<file path="src/sv/vbhb_pkg.sv">
// Shared constants, types and helpers of the veto bar hit builder.
`default_nettype none

package vbhb_pkg;

	localparam int CHANNEL_COUNT = 32;
	localparam int TIME_BITS     = 16;

	localparam int CH_W          = $clog2(CHANNEL_COUNT);
	localparam int CHAN_FIELD_W  = 5;
	localparam int FIELD_TIME_W  = 16;

	localparam int REG_W         = 5;
	localparam int REG_COUNT     = 7;
	localparam int REG_IDX_W     = 3;

	localparam int BAR_W         = 2;
	localparam int HITNUM_W      = 2;
	localparam int TOF_W         = 18;
	localparam int CHARGE_W      = 20;
	localparam int TDIFF_W       = 17;

	localparam int MAX_RESULTS   = 3;
	localparam int RES_IDX_W     = 2;

	localparam int W_W           = TIME_BITS + 1;
	localparam int PROD_W        = 2 * TIME_BITS;
	localparam int Q_FRAC        = 4;
	localparam int RAD_W         = PROD_W + 2 * Q_FRAC;
	localparam int ROOT_W        = RAD_W / 2;
	localparam int SQRT_CNT_W    = $clog2(ROOT_W + 1);
	localparam int CALC_W        = (TIME_BITS + 3 > 20) ? TIME_BITS + 3 : 20;
	localparam int ROOTX_W       = (ROOT_W > CHARGE_W) ? ROOT_W : CHARGE_W;

	typedef enum logic [REG_IDX_W-1:0] {
		REG_TOP_LEFT     = 3'd0,
		REG_TOP_RIGHT    = 3'd1,
		REG_MID_LEFT     = 3'd2,
		REG_MID_RIGHT    = 3'd3,
		REG_BOTTOM_LEFT  = 3'd4,
		REG_BOTTOM_RIGHT = 3'd5,
		REG_TRIGGER      = 3'd6
	} reg_idx_t;

	typedef enum logic {
		OP_HIT   = 1'b0,
		OP_CLOSE = 1'b1
	} op_t;

	typedef enum logic [BAR_W-1:0] {
		BAR_TOP    = 2'd0,
		BAR_MID    = 2'd1,
		BAR_BOTTOM = 2'd2,
		BAR_NONE   = 2'd3
	} bar_t;

	typedef enum logic [2:0] {
		S_IDLE,
		S_TRIG,
		S_LEFT,
		S_RIGHT,
		S_MUL,
		S_PROD,
		S_SQRT,
		S_EMIT
	} state_t;

	typedef struct packed {
		bar_t                       bar;
		logic signed [TOF_W-1:0]    tof;
		logic        [CHARGE_W-1:0] charge;
		logic signed [TDIFF_W-1:0]  tdiff;
	} result_t;

	typedef struct packed {
		logic busy;
		logic done;
	} sqrt_stat_t;

	function automatic logic chan_ok(input logic [CHAN_FIELD_W-1:0] c);
		logic [CHAN_FIELD_W+CH_W-1:0] wide;
		wide = {{CH_W{1'b0}}, c};
		return wide < (CHAN_FIELD_W + CH_W)'(CHANNEL_COUNT);
	endfunction

	function automatic logic [CH_W-1:0] chan_idx(input logic [CHAN_FIELD_W-1:0] c);
		logic [CHAN_FIELD_W+CH_W-1:0] wide;
		wide = {{CH_W{1'b0}}, c};
		return wide[CH_W-1:0];
	endfunction

	function automatic logic [TIME_BITS-1:0] time_fit(input logic [FIELD_TIME_W-1:0] t);
		logic [FIELD_TIME_W+TIME_BITS-1:0] wide;
		wide = {{TIME_BITS{1'b0}}, t};
		return wide[TIME_BITS-1:0];
	endfunction

endpackage

`default_nettype wire

</file>
<file path="src/sv/vbhb_hit_if.sv">
// Input channel carrying hit and close-event items.
`default_nettype none

interface vbhb_hit_if import vbhb_pkg::*; ();
	logic                    valid;
	logic                    ready;
	op_t                     opcode;
	logic [CHAN_FIELD_W-1:0] channel;
	logic [FIELD_TIME_W-1:0] leading_time;
	logic [FIELD_TIME_W-1:0] trailing_time;

	modport source (output valid, opcode, channel, leading_time, trailing_time, input ready);
	modport sink (input valid, opcode, channel, leading_time, trailing_time, output ready);
endinterface

`default_nettype wire

</file>
<file path="src/sv/vbhb_res_if.sv">
// Output channel carrying bar results.
`default_nettype none

interface vbhb_res_if import vbhb_pkg::*; ();
	logic                       valid;
	logic                       ready;
	logic        [BAR_W-1:0]    bar;
	logic        [HITNUM_W-1:0] hit_number;
	logic signed [TOF_W-1:0]    flight_time_half;
	logic        [CHARGE_W-1:0] charge_q4;
	logic signed [TDIFF_W-1:0]  time_difference;
	logic                       last;

	modport source (output valid, bar, hit_number, flight_time_half, charge_q4,
		time_difference, last, input ready);
	modport sink (input valid, bar, hit_number, flight_time_half, charge_q4,
		time_difference, last, output ready);
endinterface

`default_nettype wire

</file>
<file path="src/sv/vbhb_ram.sv">
// Generic single-port-write, single-port-read RAM with registered read data.
`default_nettype none

module vbhb_ram #(
	parameter int WIDTH = 32,
	parameter int DEPTH = 32
) (
	input  wire logic                     clk,
	input  wire logic                     we,
	input  wire logic [$clog2(DEPTH)-1:0] waddr,
	input  wire logic [WIDTH-1:0]         wdata,
	input  wire logic [$clog2(DEPTH)-1:0] raddr,
	output logic      [WIDTH-1:0]         rdata
);

	logic [WIDTH-1:0] mem_q [DEPTH];

	always_ff @(posedge clk) begin
		if (we) begin
			mem_q[waddr] <= wdata;
		end
		rdata <= mem_q[raddr];
	end

endmodule

`default_nettype wire

</file>
<file path="src/sv/vbhb_sqrt.sv">
// Iterative floor square root, one result bit per cycle.
`default_nettype none

module vbhb_sqrt import vbhb_pkg::*; (
	input  wire logic              clk,
	input  wire logic              arst_n,
	input  wire logic              start,
	input  wire logic [RAD_W-1:0]  radicand,
	output logic      [ROOT_W-1:0] root,
	output sqrt_stat_t             stat
);

	logic [RAD_W-1:0]      rad_q;
	logic [ROOT_W:0]       rem_q;
	logic [ROOT_W-1:0]     root_q;
	logic [SQRT_CNT_W-1:0] cnt_q;
	logic                  busy_q;
	logic                  done_q;

	logic [ROOT_W+1:0]     rem_sh;
	logic [ROOT_W+1:0]     trial;
	logic [ROOT_W+1:0]     diff;
	logic                  ge;

	assign rem_sh = {rem_q[ROOT_W-1:0], rad_q[RAD_W-1 -: 2]};
	assign trial  = {root_q, 2'b01};
	assign ge     = rem_sh >= trial;
	assign diff   = rem_sh - trial;

	always_ff @(posedge clk or negedge arst_n) begin
		if (!arst_n) begin
			busy_q <= 1'b0;
			done_q <= 1'b0;
			cnt_q  <= '0;
		end else begin
			done_q <= 1'b0;
			if (start) begin
				busy_q <= 1'b1;
				cnt_q  <= SQRT_CNT_W'(ROOT_W);
			end else if (busy_q) begin
				cnt_q <= cnt_q - SQRT_CNT_W'(1);
				if (cnt_q == SQRT_CNT_W'(1)) begin
					busy_q <= 1'b0;
					done_q <= 1'b1;
				end
			end
		end
	end

	always_ff @(posedge clk) begin
		if (start) begin
			rad_q  <= radicand;
			rem_q  <= '0;
			root_q <= '0;
		end else if (busy_q) begin
			rad_q  <= rad_q << 2;
			rem_q  <= ge ? diff[ROOT_W:0] : rem_sh[ROOT_W:0];
			root_q <= {root_q[ROOT_W-2:0], ge};
		end
	end

	assign root      = root_q;
	assign stat.busy = busy_q;
	assign stat.done = done_q;

endmodule

`default_nettype wire

</file>
<file path="src/sv/veto_bar_hit_builder_top.sv">
// Veto bar hit builder top level: hit store, bar sequencer and result buffer.
//
// Channels: hit (sink) takes items; opcode hit records channel, leading and
// trailing time into the hit store and gives no result.
// Opcode close checks the top, middle and bottom bars in turn and then
// delivers one result per firing bar on result (source), or one result with
// bar 3 if none fires; last marks the final result of the event.
// The configuration port (cfg_we, cfg_index, cfg_data) maps the six bar ends
// and the trigger to channels; write it only while the block is idle.
// A close first reads the trigger channel, then for each bar reads and checks
// the store, using the shared square-root unit (one root bit per cycle) when
// the bar fires; results then transfer one per cycle while result.ready is
// high.
// hit.ready is low from close acceptance until the last result transfers.
// A stalled receiver holds the current result; nothing is lost or repeated.
// Reset clears the hit-valid marks and loads the default channel map; the
// hit store itself is not cleared and needs no clearing pass.
`default_nettype none

module veto_bar_hit_builder_top import vbhb_pkg::*; (
	input  wire logic                    clk,
	input  wire logic                    arst_n,
	vbhb_hit_if.sink                     hit,
	vbhb_res_if.source                   result,
	input  wire logic                    cfg_we,
	input  wire logic [REG_IDX_W-1:0]    cfg_index,
	input  wire logic [REG_W-1:0]        cfg_data
);

	state_t                   state_q, state_d;
	bar_t                     bar_q;
	logic [RES_IDX_W-1:0]     cnt_q;
	logic [RES_IDX_W-1:0]     emit_q;
	logic [CHANNEL_COUNT-1:0] seen_q;
	logic [REG_W-1:0]         cfg_q [REG_COUNT];

	logic                     hit_xfer;
	logic                     res_xfer;
	logic                     store_we;
	logic                     bar_done;
	logic                     sqrt_start;
	logic                     fire;
	logic                     no_bar;
	logic                     res_last;

	logic [REG_W-1:0]         left_ch;
	logic [REG_W-1:0]         right_ch;
	logic [REG_W-1:0]         rd_ch;
	logic [2*TIME_BITS-1:0]   rdata;
	logic                     rvld_s1;
	logic [TIME_BITS-1:0]     r_lead;
	logic [TIME_BITS-1:0]     r_trail;
	logic signed [W_W-1:0]    r_w;

	logic [TIME_BITS-1:0]     trig_q;
	logic [TIME_BITS-1:0]     left_lead_q;
	logic signed [W_W-1:0]    left_w_q;
	logic [TIME_BITS-1:0]     right_lead_q;
	logic signed [W_W-1:0]    right_w_q;
	bar_t                     pend_bar_q;
	logic [TOF_W-1:0]         pend_tof_q;
	logic [TDIFF_W-1:0]       pend_tdiff_q;
	result_t                  res_q [MAX_RESULTS];
	result_t                  cur;

	logic [CALC_W-1:0]        tof_full;
	logic [CALC_W-1:0]        tdiff_full;
	logic [PROD_W-1:0]        prod;
	logic [ROOT_W-1:0]        root;
	logic [ROOTX_W-1:0]       rootx;
	sqrt_stat_t               sqrt_stat;

	assign hit_xfer = hit.valid && hit.ready;
	assign res_xfer = result.valid && result.ready;
	assign store_we = hit_xfer && (hit.opcode == OP_HIT) && chan_ok(hit.channel);

	vbhb_ram #(
		.WIDTH(2 * TIME_BITS),
		.DEPTH(CHANNEL_COUNT)
	) u_store (
		.clk  (clk),
		.we   (store_we),
		.waddr(chan_idx(hit.channel)),
		.wdata({time_fit(hit.leading_time), time_fit(hit.trailing_time)}),
		.raddr(chan_idx(rd_ch)),
		.rdata(rdata)
	);

	vbhb_sqrt u_sqrt (
		.clk     (clk),
		.arst_n  (arst_n),
		.start   (sqrt_start),
		.radicand({prod, {(2 * Q_FRAC){1'b0}}}),
		.root    (root),
		.stat    (sqrt_stat)
	);

	always_comb begin
		unique case (bar_q)
			BAR_TOP: begin
				left_ch  = cfg_q[REG_TOP_LEFT];
				right_ch = cfg_q[REG_TOP_RIGHT];
			end
			BAR_MID: begin
				left_ch  = cfg_q[REG_MID_LEFT];
				right_ch = cfg_q[REG_MID_RIGHT];
			end
			default: begin
				left_ch  = cfg_q[REG_BOTTOM_LEFT];
				right_ch = cfg_q[REG_BOTTOM_RIGHT];
			end
		endcase
	end

	always_comb begin
		unique case (state_q)
			S_LEFT:  rd_ch = left_ch;
			S_RIGHT: rd_ch = right_ch;
			default: rd_ch = cfg_q[REG_TRIGGER];
		endcase
	end

	assign r_lead  = rvld_s1 ? rdata[2*TIME_BITS-1:TIME_BITS] : '0;
	assign r_trail = rvld_s1 ? rdata[TIME_BITS-1:0] : '0;
	assign r_w     = $signed({1'b0, r_trail}) - $signed({1'b0, r_lead});

	assign fire = !left_w_q[W_W-1] && (left_w_q != '0)
		&& !right_w_q[W_W-1] && (right_w_q != '0);

	assign tof_full   = CALC_W'(left_lead_q) + CALC_W'(right_lead_q)
		- (CALC_W'(trig_q) << 1);
	assign tdiff_full = CALC_W'(left_lead_q) - CALC_W'(right_lead_q);
	assign prod       = PROD_W'(left_w_q[TIME_BITS-1:0])
		* PROD_W'(right_w_q[TIME_BITS-1:0]);
	assign rootx      = ROOTX_W'(root);

	always_comb begin
		state_d    = state_q;
		sqrt_start = 1'b0;
		bar_done   = 1'b0;
		unique case (state_q)
			S_IDLE: begin
				if (hit_xfer && hit.opcode == OP_CLOSE) begin
					state_d = S_TRIG;
				end
			end
			S_TRIG:  state_d = S_LEFT;
			S_LEFT:  state_d = S_RIGHT;
			S_RIGHT: state_d = S_MUL;
			S_MUL:   state_d = S_PROD;
			S_PROD: begin
				if (fire) begin
					sqrt_start = 1'b1;
					state_d    = S_SQRT;
				end else begin
					bar_done = 1'b1;
					state_d  = (bar_q == BAR_BOTTOM) ? S_EMIT : S_LEFT;
				end
			end
			S_SQRT: begin
				if (sqrt_stat.done) begin
					bar_done = 1'b1;
					state_d  = (bar_q == BAR_BOTTOM) ? S_EMIT : S_LEFT;
				end
			end
			S_EMIT: begin
				if (res_xfer && res_last) begin
					state_d = S_IDLE;
				end
			end
			default: state_d = S_IDLE;
		endcase
	end

	always_ff @(posedge clk or negedge arst_n) begin
		if (!arst_n) begin
			state_q <= S_IDLE;
		end else begin
			state_q <= state_d;
		end
	end

	always_ff @(posedge clk or negedge arst_n) begin
		if (!arst_n) begin
			bar_q   <= BAR_TOP;
			cnt_q   <= '0;
			emit_q  <= '0;
			seen_q  <= '0;
			rvld_s1 <= 1'b0;
			for (int i = 0; i < REG_COUNT; i++) begin
				cfg_q[i] <= REG_W'(i);
			end
		end else begin
			rvld_s1 <= chan_ok(rd_ch) && seen_q[chan_idx(rd_ch)];
			if (cfg_we && cfg_index < REG_IDX_W'(REG_COUNT)) begin
				cfg_q[cfg_index] <= cfg_data;
			end
			if (store_we) begin
				seen_q[chan_idx(hit.channel)] <= 1'b1;
			end
			if (state_q == S_IDLE && hit_xfer && hit.opcode == OP_CLOSE) begin
				bar_q  <= BAR_TOP;
				cnt_q  <= '0;
				emit_q <= '0;
			end
			if (bar_done) begin
				bar_q <= bar_t'(BAR_W'(bar_q + 2'd1));
			end
			if (state_q == S_SQRT && sqrt_stat.done) begin
				cnt_q <= cnt_q + RES_IDX_W'(1);
			end
			if (res_xfer) begin
				emit_q <= emit_q + RES_IDX_W'(1);
				if (res_last) begin
					seen_q <= '0;
				end
			end
		end
	end

	always_ff @(posedge clk) begin
		if (state_q == S_LEFT && bar_q == BAR_TOP) begin
			trig_q <= r_lead;
		end
		if (state_q == S_RIGHT) begin
			left_lead_q <= r_lead;
			left_w_q    <= r_w;
		end
		if (state_q == S_MUL) begin
			right_lead_q <= r_lead;
			right_w_q    <= r_w;
		end
		if (state_q == S_PROD) begin
			pend_bar_q   <= bar_q;
			pend_tof_q   <= tof_full[TOF_W-1:0];
			pend_tdiff_q <= tdiff_full[TDIFF_W-1:0];
		end
		if (state_q == S_SQRT && sqrt_stat.done) begin
			res_q[cnt_q] <= '{bar: pend_bar_q, tof: pend_tof_q,
				charge: rootx[CHARGE_W-1:0], tdiff: pend_tdiff_q};
		end
	end

	assign cur      = res_q[emit_q];
	assign no_bar   = (cnt_q == '0);
	assign res_last = no_bar || (emit_q == cnt_q - RES_IDX_W'(1));

	assign hit.ready               = (state_q == S_IDLE);
	assign result.valid            = (state_q == S_EMIT);
	assign result.bar              = no_bar ? BAR_NONE : cur.bar;
	assign result.hit_number       = emit_q;
	assign result.flight_time_half = no_bar ? '0 : cur.tof;
	assign result.charge_q4        = no_bar ? '0 : cur.charge;
	assign result.time_difference  = no_bar ? '0 : cur.tdiff;
	assign result.last             = res_last;

	a_mask_cleared: assert property (@(posedge clk) disable iff (!arst_n)
		(res_xfer && res_last) |=> (seen_q == '0))
		else $error("hit marks not cleared after final transfer");

	a_sqrt_idle_start: assert property (@(posedge clk) disable iff (!arst_n)
		sqrt_start |-> !sqrt_stat.busy)
		else $error("square root started while busy");

	a_busy_blocks_input: assert property (@(posedge clk) disable iff (!arst_n)
		sqrt_stat.busy |-> !hit.ready)
		else $error("input ready during square root");

	a_emit_in_range: assert property (@(posedge clk) disable iff (!arst_n)
		(state_q == S_EMIT && cnt_q != '0) |-> (emit_q < cnt_q))
		else $error("result index beyond stored results");

endmodule

`default_nettype wire
</file>
<file path="src/flat_wrapper.sv">
// flat-port wrapper written by rule: the top's interface ports become plain ports
module veto_bar_hit_builder_top_flat import vbhb_pkg::*;
  (clk, arst_n, cfg_we, cfg_index, cfg_data, hit_valid, hit_opcode, hit_channel, hit_leading_time, hit_trailing_time, hit_ready, result_valid, result_bar, result_hit_number, result_flight_time_half, result_charge_q4, result_time_difference, result_last, result_ready);
  vbhb_hit_if hit_i ();
  vbhb_res_if result_i ();
  input  wire logic clk;
  input  wire logic arst_n;
  input  wire logic cfg_we;
  input  wire logic [REG_IDX_W-1:0] cfg_index;
  input  wire logic [REG_W-1:0] cfg_data;
  input wire logic [$bits(hit_i.valid)-1:0] hit_valid;
  input wire logic [$bits(hit_i.opcode)-1:0] hit_opcode;
  input wire logic [$bits(hit_i.channel)-1:0] hit_channel;
  input wire logic [$bits(hit_i.leading_time)-1:0] hit_leading_time;
  input wire logic [$bits(hit_i.trailing_time)-1:0] hit_trailing_time;
  output wire logic [$bits(hit_i.ready)-1:0] hit_ready;
  output wire logic [$bits(result_i.valid)-1:0] result_valid;
  output wire logic [$bits(result_i.bar)-1:0] result_bar;
  output wire logic [$bits(result_i.hit_number)-1:0] result_hit_number;
  output wire logic [$bits(result_i.flight_time_half)-1:0] result_flight_time_half;
  output wire logic [$bits(result_i.charge_q4)-1:0] result_charge_q4;
  output wire logic [$bits(result_i.time_difference)-1:0] result_time_difference;
  output wire logic [$bits(result_i.last)-1:0] result_last;
  input wire logic [$bits(result_i.ready)-1:0] result_ready;
  assign hit_i.valid = hit_valid;
  assign hit_i.opcode = hit_opcode;
  assign hit_i.channel = hit_channel;
  assign hit_i.leading_time = hit_leading_time;
  assign hit_i.trailing_time = hit_trailing_time;
  assign hit_ready = hit_i.ready;
  assign result_valid = result_i.valid;
  assign result_bar = result_i.bar;
  assign result_hit_number = result_i.hit_number;
  assign result_flight_time_half = result_i.flight_time_half;
  assign result_charge_q4 = result_i.charge_q4;
  assign result_time_difference = result_i.time_difference;
  assign result_last = result_i.last;
  assign result_i.ready = result_ready;
  veto_bar_hit_builder_top u_core (.clk(clk), .arst_n(arst_n), .hit(hit_i), .result(result_i), .cfg_we(cfg_we), .cfg_index(cfg_index), .cfg_data(cfg_data));
endmodule
</file>
<file path="config.mk">
export PLATFORM = sky130hd
export DESIGN_NAME = veto_bar_hit_builder_top_flat
export DESIGN_NICKNAME = d
export VERILOG_FILES = /design/src/sv/vbhb_pkg.sv /design/src/sv/vbhb_hit_if.sv /design/src/sv/vbhb_res_if.sv /design/src/sv/vbhb_ram.sv /design/src/sv/vbhb_sqrt.sv /design/src/sv/veto_bar_hit_builder_top.sv /design/src/flat_wrapper.sv
export SDC_FILE = /design/constraint.sdc
export NUM_CORES = 2
export LEC_CHECK = 0
export ABC_AREA = 0
export BUFFER_PORTS_ARGS = -buffer_cell sky130_fd_sc_hd__buf_2
export CORE_UTILIZATION = 60
export CTS_CLUSTER_SIZE = 16
export DETAILED_ROUTE_END_ITERATION = 8
export GPL_TIMING_DRIVEN = 0
export MAX_ROUTING_LAYER = met4
export PLACE_DENSITY = 0.77
export SYNTH_ARGS = -nofsm -noshare
export SYNTH_HDL_FRONTEND = slang
export SYNTH_SLANG_ARGS = --single-unit
</file>
<file path="constraint.sdc">
create_clock -name clk -period 9.1 [get_ports clk]
set_input_delay 1.365 -clock clk [delete_from_list [all_inputs] [get_ports clk]]
set_output_delay 1.365 -clock clk [all_outputs]
set_load 0.03 [all_outputs]
</file>
==> flow_metrics.tcl <==
set metrics [dict create \
    syn_area_um2 70100 \
    path_buf_inv 8 \
    grt_max_degree 58 \
    hold_viol 0 \
    path_class "register to register" \
    drc 4 \
    routedWlPerCell_um 25.2 \
    endpoint "u_core.u_sqrt.rad_q[39]" \
    run_status "finished, violations left" \
    die_area_um2 118000 \
    post-cts-setup-buffers 0 \
    fin_setup_tns_ps 0 \
    firstDrtPassIters 8 \
    grt_pass1_vias 40118 \
    crit_slowest_cell "a2111oi_0" \
    overflow 0 \
    cts.sinks 1498 \
    core_area_um2 116000 \
    whs_ps 461 \
    grt_usage_pct 29.1 \
    rows 125 \
    cp_max_fo 10 \
    portBuffers 112 \
    cp_data_required_time_ps 9580 \
    utilization_pct 67.6 \
    cts_root_buffer "clkbuf_16" \
    ff_latch_area_um2 43900 \
    area_growth_pct 11.9 \
    cts_tree "yes" \
    drtAntennaViolNets 0 \
    startpoint_type "register" \
    ctsResizeCount 0 \
    clkTransAtPathRegs_ps 60 \
    fmax_mhz 133 \
    setup_violations 0 \
    max_stage_delay_ps 940 \
    slew_headroom_pct 23.9 \
    final_common_cell "edfxtp_1" \
    clk_latency_ps 780 \
    dp_slack_ps 1630 \
    syn_nets 5054 \
    hpwl_um 111000 \
    r2r-end "u_core.u_sqrt.rad_q[39]" \
    grt_setup_unrepaired "false" \
    vias_per_cell 6.05 \
    arrival_ps 7980 \
    r2r_slack_ps 1600 \
    violations "design-rule violations" \
    final_nets 5357 \
    min_path_type "register to register" \
    timing.final.ws_setup_ps 1600 \
    startpoint "u_core.right_w_q[8]" \
    die_h_um 344 \
    grt_antenna_before_repair 9 \
    synth_flop_cell "edfxtp_1" \
    cp-end-kind "register" \
    skew_ps 34.1 \
    syn_area_per_cell_um2 15.2 \
    synth-edff-count 1342 \
    post-route-min-period_ps 7500 \
    cts_made_buffers 147 \
    crit_family "adder cells" \
    gp_congestion 0.931 \
    drtIter0Drc 3525 \
    final.period_utilization_pct 82.4 \
    worstMarginPinSlew_ps 1110 \
    htreeDepth 4 \
    start_util_pct 60.4 \
    ys_warn_count 0 \
    cap_violations 0 \
    r2r_cells 22 \
    fill_cells 7729 \
    multi_input_area_um2 24000 \
    synth-seq-cells 1498 \
    mostFrequentLayoutCells "edfxtp_1, mux2i_1, inv_1" \
    cts_hold_buf 0 \
    cts_buffer_depth 3 \
    drive_above_1_share_pct 13.5 \
    design.portCount 113 \
    maxSlewViolCount 0 \
    die_x_um 344 \
    grt_pass1_wl_um 246000 \
    path_depth 22 \
    yosysSeqAreaShare_pct 62.6 \
    vias 39744 \
    synthCells 4607 \
    routed_wl_um 166000 \
    regToRegStartpoint "u_core.right_w_q[8]" \
    async_flop_share_pct 5.61 \
    worstPathCellList "clkbuf_1, clkbuf_1, nand2_1, fa_1, inv_1, fa_1, inv_1, fa_1, inv_1, fa_1, fa_1, inv_1, fa_1, inv_1, ha_1, inv_1, a2111oi_0, o21ai_0, nand3b_1, o221ai_1, xnor2_1, o21ai_0" \
    synth_cell_types 75 \
]
-- sequential cells by signal, summed over array words and instances (netlist names), 17 cells and up --
| register | count |
|---|---|
| u_core.left_w_q | 17 |
| u_core.cfg_q | 35 |
| u_core.res_q | 168 |
| u_core.u_store.mem_q | 1024 |
| u_core.right_w_q | 17 |
| u_core.u_sqrt.rem_q | 20 |
| u_core.u_store.rdata | 32 |
| u_core.pend_tdiff_q | 17 |
| u_core.u_sqrt.rad_q | 32 |
| u_core.u_sqrt.root | 20 |
| u_core.seen_q | 32 |
| u_core.pend_tof_q | 17 |
-- Yosys cell counts, drive strengths merged, types with 74 or more instances --
cell | count | share of area, %
nand2 | 249 | 1.3
inv | 333 | 1.8
clkbuf | 111 | 0.59
a21oi | 156 | 1.1
mux4 | 132 | 4.2
a22o | 74 | 0.93
buf | 97 | 1.1
dfrtp | 75 | 2.7
ha | 198 | 3.5
edfxtp | 1342 | 58
mux2i | 609 | 8.7
nor2 | 272 | 1.5
o21ai | 74 | 0.53
and2 | 143 | 1.3
fa | 198 | 5.7
-- cell type report --
| class | count | share of cell area [%] |
|---|---|---|
| tap | 1524 | 2.43 |
| buffer | 208 | 1.52 |
| sequential | 1498 | 55.9 |
| clock inverter | 71 | 0.816 |
| multi-input combinational | 2568 | 30.7 |
| clock buffer | 200 | 5.19 |
| antenna | 11 | 0.0351 |
| inverter | 333 | 1.59 |
| timing repair buffer | 154 | 1.80 |
-- how the worst min path moves through the flow --
stage / startpoint / endpoint / slack (ps) / cells past startpoint
floorplan: u_core.pend_tdiff_q[10] / u_core.res_q[0][10] / 440 / 0
finish: u_core.pend_bar_q[0] / u_core.res_q[2][55] / 460 / 0
global route: u_core.pend_bar_q[0] / u_core.res_q[2][55] / 460 / 0
global placement: u_core.pend_tdiff_q[12] / u_core.res_q[0][12] / 450 / 0
detailed placement: u_core.pend_tdiff_q[16] / u_core.res_q[1][16] / 450 / 0
CTS: u_core.pend_bar_q[0] / u_core.res_q[2][55] / 460 / 0
-- through the flow --
stage,std cells,area [um2]
6_report,6567,78400
5_1_grt,6565,78400
4_1_cts,6555,78300
3_5_place_dp,6284,73600
3_3_place_gp,6243,72500
2_1_floorplan,4607,70100
-- layer usage --
layer	vias to the layer above	share of wire, %	wire, um	global-route usage [%]
li1	17558	-	-	-
met1	20094	39	64200	36.5
met2	1736	49	81800	47.2
met3	356	7.8	13000	5.29
met4	0	4.0	6600	11.8
met5	-	0	0	-
-- cell families (layout without fill, tap and decap cells) --
family | Yosys count | count (layout) | share of synthesized area (%)
other | 0 | 11 | 0
adders and majority gates | 396 | 396 | 9.19
AOI/OAI and AO/OA | 487 | 487 | 4.61
xor gates and xnor gates | 97 | 97 | 1.21
muxes | 780 | 780 | 13.6
buffers and inverters | 541 | 966 | 3.49
and+or+nand+nor | 808 | 808 | 5.33
DFF | 1498 | 1498 | 62.6
-- worst reg2reg max path, stage by stage (launching register included) --
cell and delay (ps):
edfxtp_1 320, clkbuf_1 500, clkbuf_1 620, nand2_1 160
fa_1 540, inv_1 60, fa_1 510, inv_1 60
fa_1 530, inv_1 50, fa_1 440, fa_1 490
inv_1 50, fa_1 470, inv_1 40, ha_1 310
inv_1 90, a2111oi_0 940, o21ai_0 300, nand3b_1 250
o221ai_1 180, xnor2_1 240, o21ai_0 100
Power is not shown: default switching activity piles up to over one toggle a cycle in this logic, so the estimate is an artifact.
